### src/sv/fvs_pkg.sv
// ----------------------------------------------------------------------------
// fvs_pkg
// Shared constants, step codes, control structs and tables of the formant
// voice synthesizer.
// ----------------------------------------------------------------------------
package fvs_pkg;

    localparam int SAMPLE_RATE = 16000;

    localparam int OP_W     = 2;
    localparam int F0_W     = 12;
    localparam int VOWEL_W  = 8;
    localparam int DUR_W    = 10;
    localparam int SAMPLE_W = 16;
    localparam int VOL_W    = 2;

    localparam logic [OP_W-1:0] OP_BEGIN     = 2'd0;
    localparam logic [OP_W-1:0] OP_BEGIN_NEW = 2'd1;
    localparam logic [OP_W-1:0] OP_TICK      = 2'd2;

    localparam int COUNT_W = $clog2(((1 << DUR_W) - 1) * SAMPLE_RATE / 1000 + 1);
    localparam int DIV_W   = (COUNT_W + 23 > 37) ? COUNT_W + 23 : 37;
    localparam int DVR_W   = COUNT_W + 5;

    localparam int PHASE_W = 24;
    localparam logic [PHASE_W:0] PHASE_ONE    = 25'd16777216;
    localparam logic [PHASE_W:0] PULSE_WINDOW = 25'd1342177;
    localparam logic [21:0]      VIB_STEP     = 22'd3076033;

    // phase increment / 16000: shift out 2^7, then multiply by ceil(2^37 / 125)
    localparam int          INC_PRE_SHIFT = 7;
    localparam logic [30:0] INC_RECIP     = 31'd1099511628;
    localparam int          INC_SHIFT     = 37;

    localparam logic [2:0] VOWEL_NONE = 3'd7;
    localparam logic [1:0] VOL_RESET  = 2'd2;
    localparam int         CLIP_LEVEL = 20000;

    localparam int STEP_W = 6;
    localparam logic [STEP_W-1:0] S_IDLE  = 6'd0;
    localparam logic [STEP_W-1:0] S_BDIV  = 6'd1;
    localparam logic [STEP_W-1:0] S_BWAIT = 6'd2;
    localparam logic [STEP_W-1:0] S_BSET  = 6'd3;
    localparam logic [STEP_W-1:0] S_T_M1  = 6'd4;
    localparam logic [STEP_W-1:0] S_T_M2  = 6'd5;
    localparam logic [STEP_W-1:0] S_T_DIVF = 6'd6;
    localparam logic [STEP_W-1:0] S_T_WF  = 6'd7;
    localparam logic [STEP_W-1:0] S_T_VA  = 6'd8;
    localparam logic [STEP_W-1:0] S_T_VB  = 6'd9;
    localparam logic [STEP_W-1:0] S_T_VC  = 6'd10;
    localparam logic [STEP_W-1:0] S_T_VD  = 6'd11;
    localparam logic [STEP_W-1:0] S_T_MI  = 6'd12;
    localparam logic [STEP_W-1:0] S_T_DIVI = 6'd13;
    localparam logic [STEP_W-1:0] S_T_WI  = 6'd14;
    localparam logic [STEP_W-1:0] S_T_PH  = 6'd15;
    localparam logic [STEP_W-1:0] S_T_R1A = 6'd16;
    localparam logic [STEP_W-1:0] S_T_R1B = 6'd17;
    localparam logic [STEP_W-1:0] S_T_R1C = 6'd18;
    localparam logic [STEP_W-1:0] S_T_R2A = 6'd19;
    localparam logic [STEP_W-1:0] S_T_R2B = 6'd20;
    localparam logic [STEP_W-1:0] S_T_R2C = 6'd21;
    localparam logic [STEP_W-1:0] S_T_MX1 = 6'd22;
    localparam logic [STEP_W-1:0] S_T_MX2 = 6'd23;
    localparam logic [STEP_W-1:0] S_T_EC  = 6'd24;
    localparam logic [STEP_W-1:0] S_T_DIVE = 6'd25;
    localparam logic [STEP_W-1:0] S_T_WE  = 6'd26;
    localparam logic [STEP_W-1:0] S_T_E2  = 6'd27;
    localparam logic [STEP_W-1:0] S_T_SC1 = 6'd28;
    localparam logic [STEP_W-1:0] S_T_SC2 = 6'd29;
    localparam logic [STEP_W-1:0] S_T_SM1 = 6'd30;
    localparam logic [STEP_W-1:0] S_T_OUT = 6'd31;

    typedef struct packed {
        logic [STEP_W-1:0] step;
        logic              accept;
        logic              out_load;
    } fvs_cmd_t;

    typedef struct packed {
        logic active;
        logic vol_zero;
        logic env_flat;
        logic div_done;
        logic out_full;
    } fvs_status_t;

    function automatic logic signed [15:0] b1_coef(input logic [2:0] vw, input logic sel);
        logic signed [15:0] c;
        case ({vw, sel})
            4'b000_0: c = 16'sd29016;
            4'b000_1: c = 16'sd24125;
            4'b001_0: c = 16'sd30864;
            4'b001_1: c = 16'sd16043;
            4'b010_0: c = 16'sd31633;
            4'b010_1: c = 16'sd7944;
            4'b011_0: c = 16'sd30864;
            4'b011_1: c = 16'sd28111;
            4'b100_0: c = 16'sd31476;
            4'b100_1: c = 16'sd28902;
            default:  c = 16'sd29016;
        endcase
        return c;
    endfunction

    function automatic logic signed [15:0] b2_coef(input logic sel);
        return sel ? -16'sd15569 : -16'sd15691;
    endfunction

    function automatic logic [15:0] qsine(input logic [4:0] idx);
        logic [15:0] s;
        case (idx)
            5'd0:  s = 16'd0;
            5'd1:  s = 16'd3212;
            5'd2:  s = 16'd6393;
            5'd3:  s = 16'd9512;
            5'd4:  s = 16'd12540;
            5'd5:  s = 16'd15447;
            5'd6:  s = 16'd18205;
            5'd7:  s = 16'd20788;
            5'd8:  s = 16'd23170;
            5'd9:  s = 16'd25330;
            5'd10: s = 16'd27246;
            5'd11: s = 16'd28899;
            5'd12: s = 16'd30274;
            5'd13: s = 16'd31357;
            5'd14: s = 16'd32138;
            5'd15: s = 16'd32610;
            default: s = 16'd32768;
        endcase
        return s;
    endfunction

    function automatic logic [11:0] level_gain(input logic [VOL_W-1:0] lv);
        logic [11:0] g;
        case (lv)
            2'd1:    g = 12'd576;
            2'd2:    g = 12'd1440;
            2'd3:    g = 12'd2880;
            default: g = 12'd0;
        endcase
        return g;
    endfunction

endpackage

### src/sv/fvs_ctrl.sv
// ----------------------------------------------------------------------------
// fvs_ctrl
// Sequencer of the synthesizer: input handshake and per-sample step order.
// ----------------------------------------------------------------------------
module fvs_ctrl import fvs_pkg::*; (
    input  logic            clk,
    input  logic            rst_n,
    input  logic            in_valid,
    output logic            in_ready,
    input  logic [OP_W-1:0] in_operation,
    input  logic            in_ms_zero,
    input  logic            out_ready,
    input  fvs_status_t     status,
    output fvs_cmd_t        cmd
);

    logic [STEP_W-1:0] state_reg, state_next;
    logic              accept;
    logic              out_free;

    assign in_ready = state_reg == S_IDLE;
    assign accept   = in_valid && in_ready;
    assign out_free = !status.out_full || out_ready;

    always_comb
    begin
        state_next = state_reg;
        case (state_reg)
            S_IDLE:
            begin
                if (accept)
                begin
                    if ((in_operation == OP_BEGIN || in_operation == OP_BEGIN_NEW)
                        && !status.vol_zero && !in_ms_zero)
                        state_next = S_BDIV;
                    else if (in_operation == OP_TICK && status.active && !status.vol_zero)
                        state_next = S_T_M1;
                end
            end
            S_BSET:   state_next = S_IDLE;
            S_T_WF:   if (status.div_done) state_next = S_T_VA;
            S_T_DIVE: state_next = status.env_flat ? S_T_E2 : S_T_WE;
            S_T_WE:   if (status.div_done) state_next = S_T_E2;
            S_T_OUT:  if (out_free) state_next = S_IDLE;
            S_BDIV, S_BWAIT, S_T_M1, S_T_M2, S_T_DIVF, S_T_VA, S_T_VB, S_T_VC, S_T_VD,
            S_T_MI, S_T_DIVI, S_T_WI, S_T_PH, S_T_R1A, S_T_R1B, S_T_R1C, S_T_R2A,
            S_T_R2B, S_T_R2C, S_T_MX1, S_T_MX2, S_T_EC, S_T_E2, S_T_SC1,
            S_T_SC2, S_T_SM1:
                state_next = state_reg + 1'b1;
            default:  state_next = S_IDLE;
        endcase
    end

    always_ff @(posedge clk or negedge rst_n)
    begin
        if (!rst_n)
            state_reg <= S_IDLE;
        else
            state_reg <= state_next;
    end

    assign cmd.step     = state_reg;
    assign cmd.accept   = accept;
    assign cmd.out_load = (state_reg == S_T_OUT) && out_free;

endmodule

### config.mk
export PLATFORM = sky130hd
export DESIGN_NAME = fvs_ctrl
export DESIGN_NICKNAME = d
export VERILOG_FILES = /design/src/sv/fvs_pkg.sv /design/src/sv/fvs_ctrl.sv
export SDC_FILE = /design/constraint.sdc
export NUM_CORES = 1
export LEC_CHECK = 0
export BUFFER_PORTS_ARGS = -buffer_cell sky130_fd_sc_hd__buf_2
export CORE_ASPECT_RATIO = 1.2
export CORE_MARGIN = 4
export CORE_UTILIZATION = 45
export CTS_CLUSTER_DIAMETER = 150
export DETAILED_ROUTE_END_ITERATION = 6
export PLACE_DENSITY = 0.73
export SETUP_SLACK_MARGIN = 0.5
export SYNTH_ARGS = -nofsm -noshare
export SYNTH_HDL_FRONTEND = slang
export SYNTH_SLANG_ARGS = --single-unit
### constraint.sdc
create_clock -name clk -period 1.5 [get_ports clk]
set_input_delay 0.225 -clock clk [delete_from_list [all_inputs] [get_ports clk]]
set_output_delay 0.225 -clock clk [all_outputs]
set_load 0.05 [all_outputs]
==> run summary <==
WL final: 2380 um
Vias/cell: 6.04
WP data required: 1270 ps
Top FF cell, synth: dfrtp_1
Clk pin slew, worst setup/hold paths: 50 ps
Total Routing Usage GR: 0.227
RePlAce Congestion: 0.898
max reg flops: 6
clock sinks: 6
largest net degree at the start of global routing: 10
I/O pins: 21
DRT iter0 DRCs: 20
Netlist cell types: 43
Num CTS Buffers: 3
FP Rows: 15
met3 global-route usage: 0.0412
max_slew headroom: 0.754
Reg2Reg Depth: 7
Chip Height: 52.2 um
GRT Residual Overflow: 0
Mapped Cells: 76
maxcap violations: 0
first-pass GRT wire length: 3830 um
worst skew pair latency: 250 ps
achievable frequency: 581 MHz
Yosys warnings: 0
Tmin final: 1720 ps
grt met2 use: 0.383
Multi-input gate area: 584 sq um
CTS root buf: clkbuf_4
Util after Layout: 0.811
RSZ-0062 raised after global routing: true
final non-filler cell total: 139
worst slew pin tran: 369 ps
cell area after synthesis: 733 sq um
Post-DP HPWL: 1740 um
worst hold slack: 359 ps
share of layout cells above drive strength 1: 0.639
Die Width: 44.9 um
max-slew violations: 0
Setup crit start kind: flip-flop
Filler Cell Count: 86
CP endpoint kind: output port
outcome: complete, but fails checks
initial antenna violation count: 0
Hold WC Path Type: in -> async
Hold Violations, Final: 0
IO Port Bufs: 20
CP Max Fanout: 4
Initial Util: 0.495
peak supply drop: 1500 uV
PwrDens: 2530 nW/um^2
period utilization: 1.15
area delta synth->final: 64.0%
FF/Latch Area: 158 sq um
vias post-DR: 840
Core Box Area: 1480 sq um
GR Util met1: 0.271
grt peak-use layer: met2
#FFs+latches synth: 6
placed cell count: 125
Syn Area/Cell: 9.65 sq um
Post-synth ARST share: 1.00
Final setup viols: 9
Final Skew: 4.92 ps
routed len/inst: 17.1 um
Arrival @ worst endpoint: 1500 ps
number of remaining DRC errors: 0
failing checks: setup timing
TritonRoute pass-1 iters: 4
Longest Clk Path Bufs: 2
final antenna-violating net count: 0
dpl ws: -270 ps
vias in the first global route: 834
Final WS setup: -221 ps
static leakage: 0.510 nW
Post-synth EDFFs: 0
CTS H-tree lvls: 1
Antenna diodes: 0
TritonCTS clock tree: done
Final nets: 139
Crit Path Class: reg -> out
Die ar.: 2340 sq um
syn_nets: 92
register area share after synthesis: 0.205
worst max-delay path, stage by stage (launching register included):
cell and delay [ps]:
dfrtp_2 430, inv_2 80, ha_4 150, nor3b_4 220, and3_4 220, buf_8 140
synthesized netlist by cell type, types with 2 or more instances:
cell / instances / area share
and3_1: 2 / 0.017
nor3_1: 3 / 0.020
o21ai_1: 2 / 0.014
ha_1: 4 / 0.068
nand2b_1: 3 / 0.026
nor2_1: 3 / 0.015
dfrtp_1: 6 / 0.20
a31oi_1: 4 / 0.034
and2_1: 2 / 0.017
o21ai_0: 2 / 0.014
buf_2: 2 / 0.014
o211ai_1: 4 / 0.041
nand2_1: 4 / 0.020
nand3_1: 2 / 0.014
inv_1: 5 / 0.026
metrics by stage:
| stage | area (sq um) | TNS, ps | total power, mW |
|---|---|---|---|
| 2_1_floorplan | 766 | -1940 | 1.81 |
| 3_3_place_gp | 975 | -1310 | 2.28 |
| 3_5_place_dp | 975 | -1710 | 2.33 |
| 4_1_cts | 1180 | -1770 | 2.97 |
| 5_1_grt | 1200 | -2330 | 3.21 |
| 6_report | 1200 | -1750 | 3.05 |
cell families (layout without fill, tap and decap cells):
logic type | Yosys count | in the layout | synth area share
adder cells (fa/ha/maj) | 4 | 4 | 0.0683
AND/OR/NAND/NOR | 28 | 28 | 0.254
XOR/XNOR | 2 | 2 | 0.0239
AO/OA/AOI/OAI | 27 | 27 | 0.384
buffers and inverters | 9 | 55 | 0.0649
flip-flops | 6 | 6 | 0.205
report_power, final:
part | leakage, nW | switching [mW] | internal [mW]
Combinational | 0.425 | 1.27 | 1.23
Sequential | 0.0695 | 0.135 | 0.246
Clock | 0.0150 | 0.0669 | 0.101
Total | 0.510 | 1.47 | 1.58
final cells by class:
class | count | area share
Inverter | 5 | 0.0177
Multi-Input combinational cell | 61 | 0.486
Timing Repair Buffer | 46 | 0.326
Clock buffer | 4 | 0.0219
Tap cell | 17 | 0.0177
Sequential cell | 6 | 0.131
metal layers:
layer	share of wire	wire, um	up-vias
li1	-	-	385
met1	0.38	904	400
met2	0.51	1210	47
met3	0.082	196	8
met4	0.031	74	0
met5	0	0	-
placed cells by master (no fill, tap or decap), types with 2 or more instances in the layout:
cell type   n
o21ai_1     4
inv_1       3
dfrtp_2     6
o211ai_1    4
buf_4      22
ha_1        2
nor2_1      2
a31oi_1     4
and3_4      3
nor2_2      2
nand3_1     2
nand2b_1    3
buf_8       7
nor3_1      3
buf_6       5
clkbuf_4    3
nand2_1     4
buf_2      11
worst paths after layout:
| check | start | endpoint | slack [ps] |
|---|---|---|---|
| min in group clk | status[2] | state_reg[0] | 450 |
| worst max register to register | state_reg[0] | state_reg[4] | -220 |
| worst min register to register | state_reg[0] | state_reg[0] | 720 |
| worst min-delay path | rst_n | state_reg[3] | 360 |
| worst max-delay path | state_reg[1] | cmd[1] | -220 |
| max in group asynchronous | rst_n | state_reg[4] | 980 |
what timing repair did:
item                       CTS  global route
buffers inserted             8             1
hold buffers                 1             0
gates resized for setup     34             5
setup endpoints to repair   15            15
hold endpoints to repair     6             0
pin swaps                    5             4
gates cloned                 0             0
Note: power is estimated with default switching activity, not from simulation.
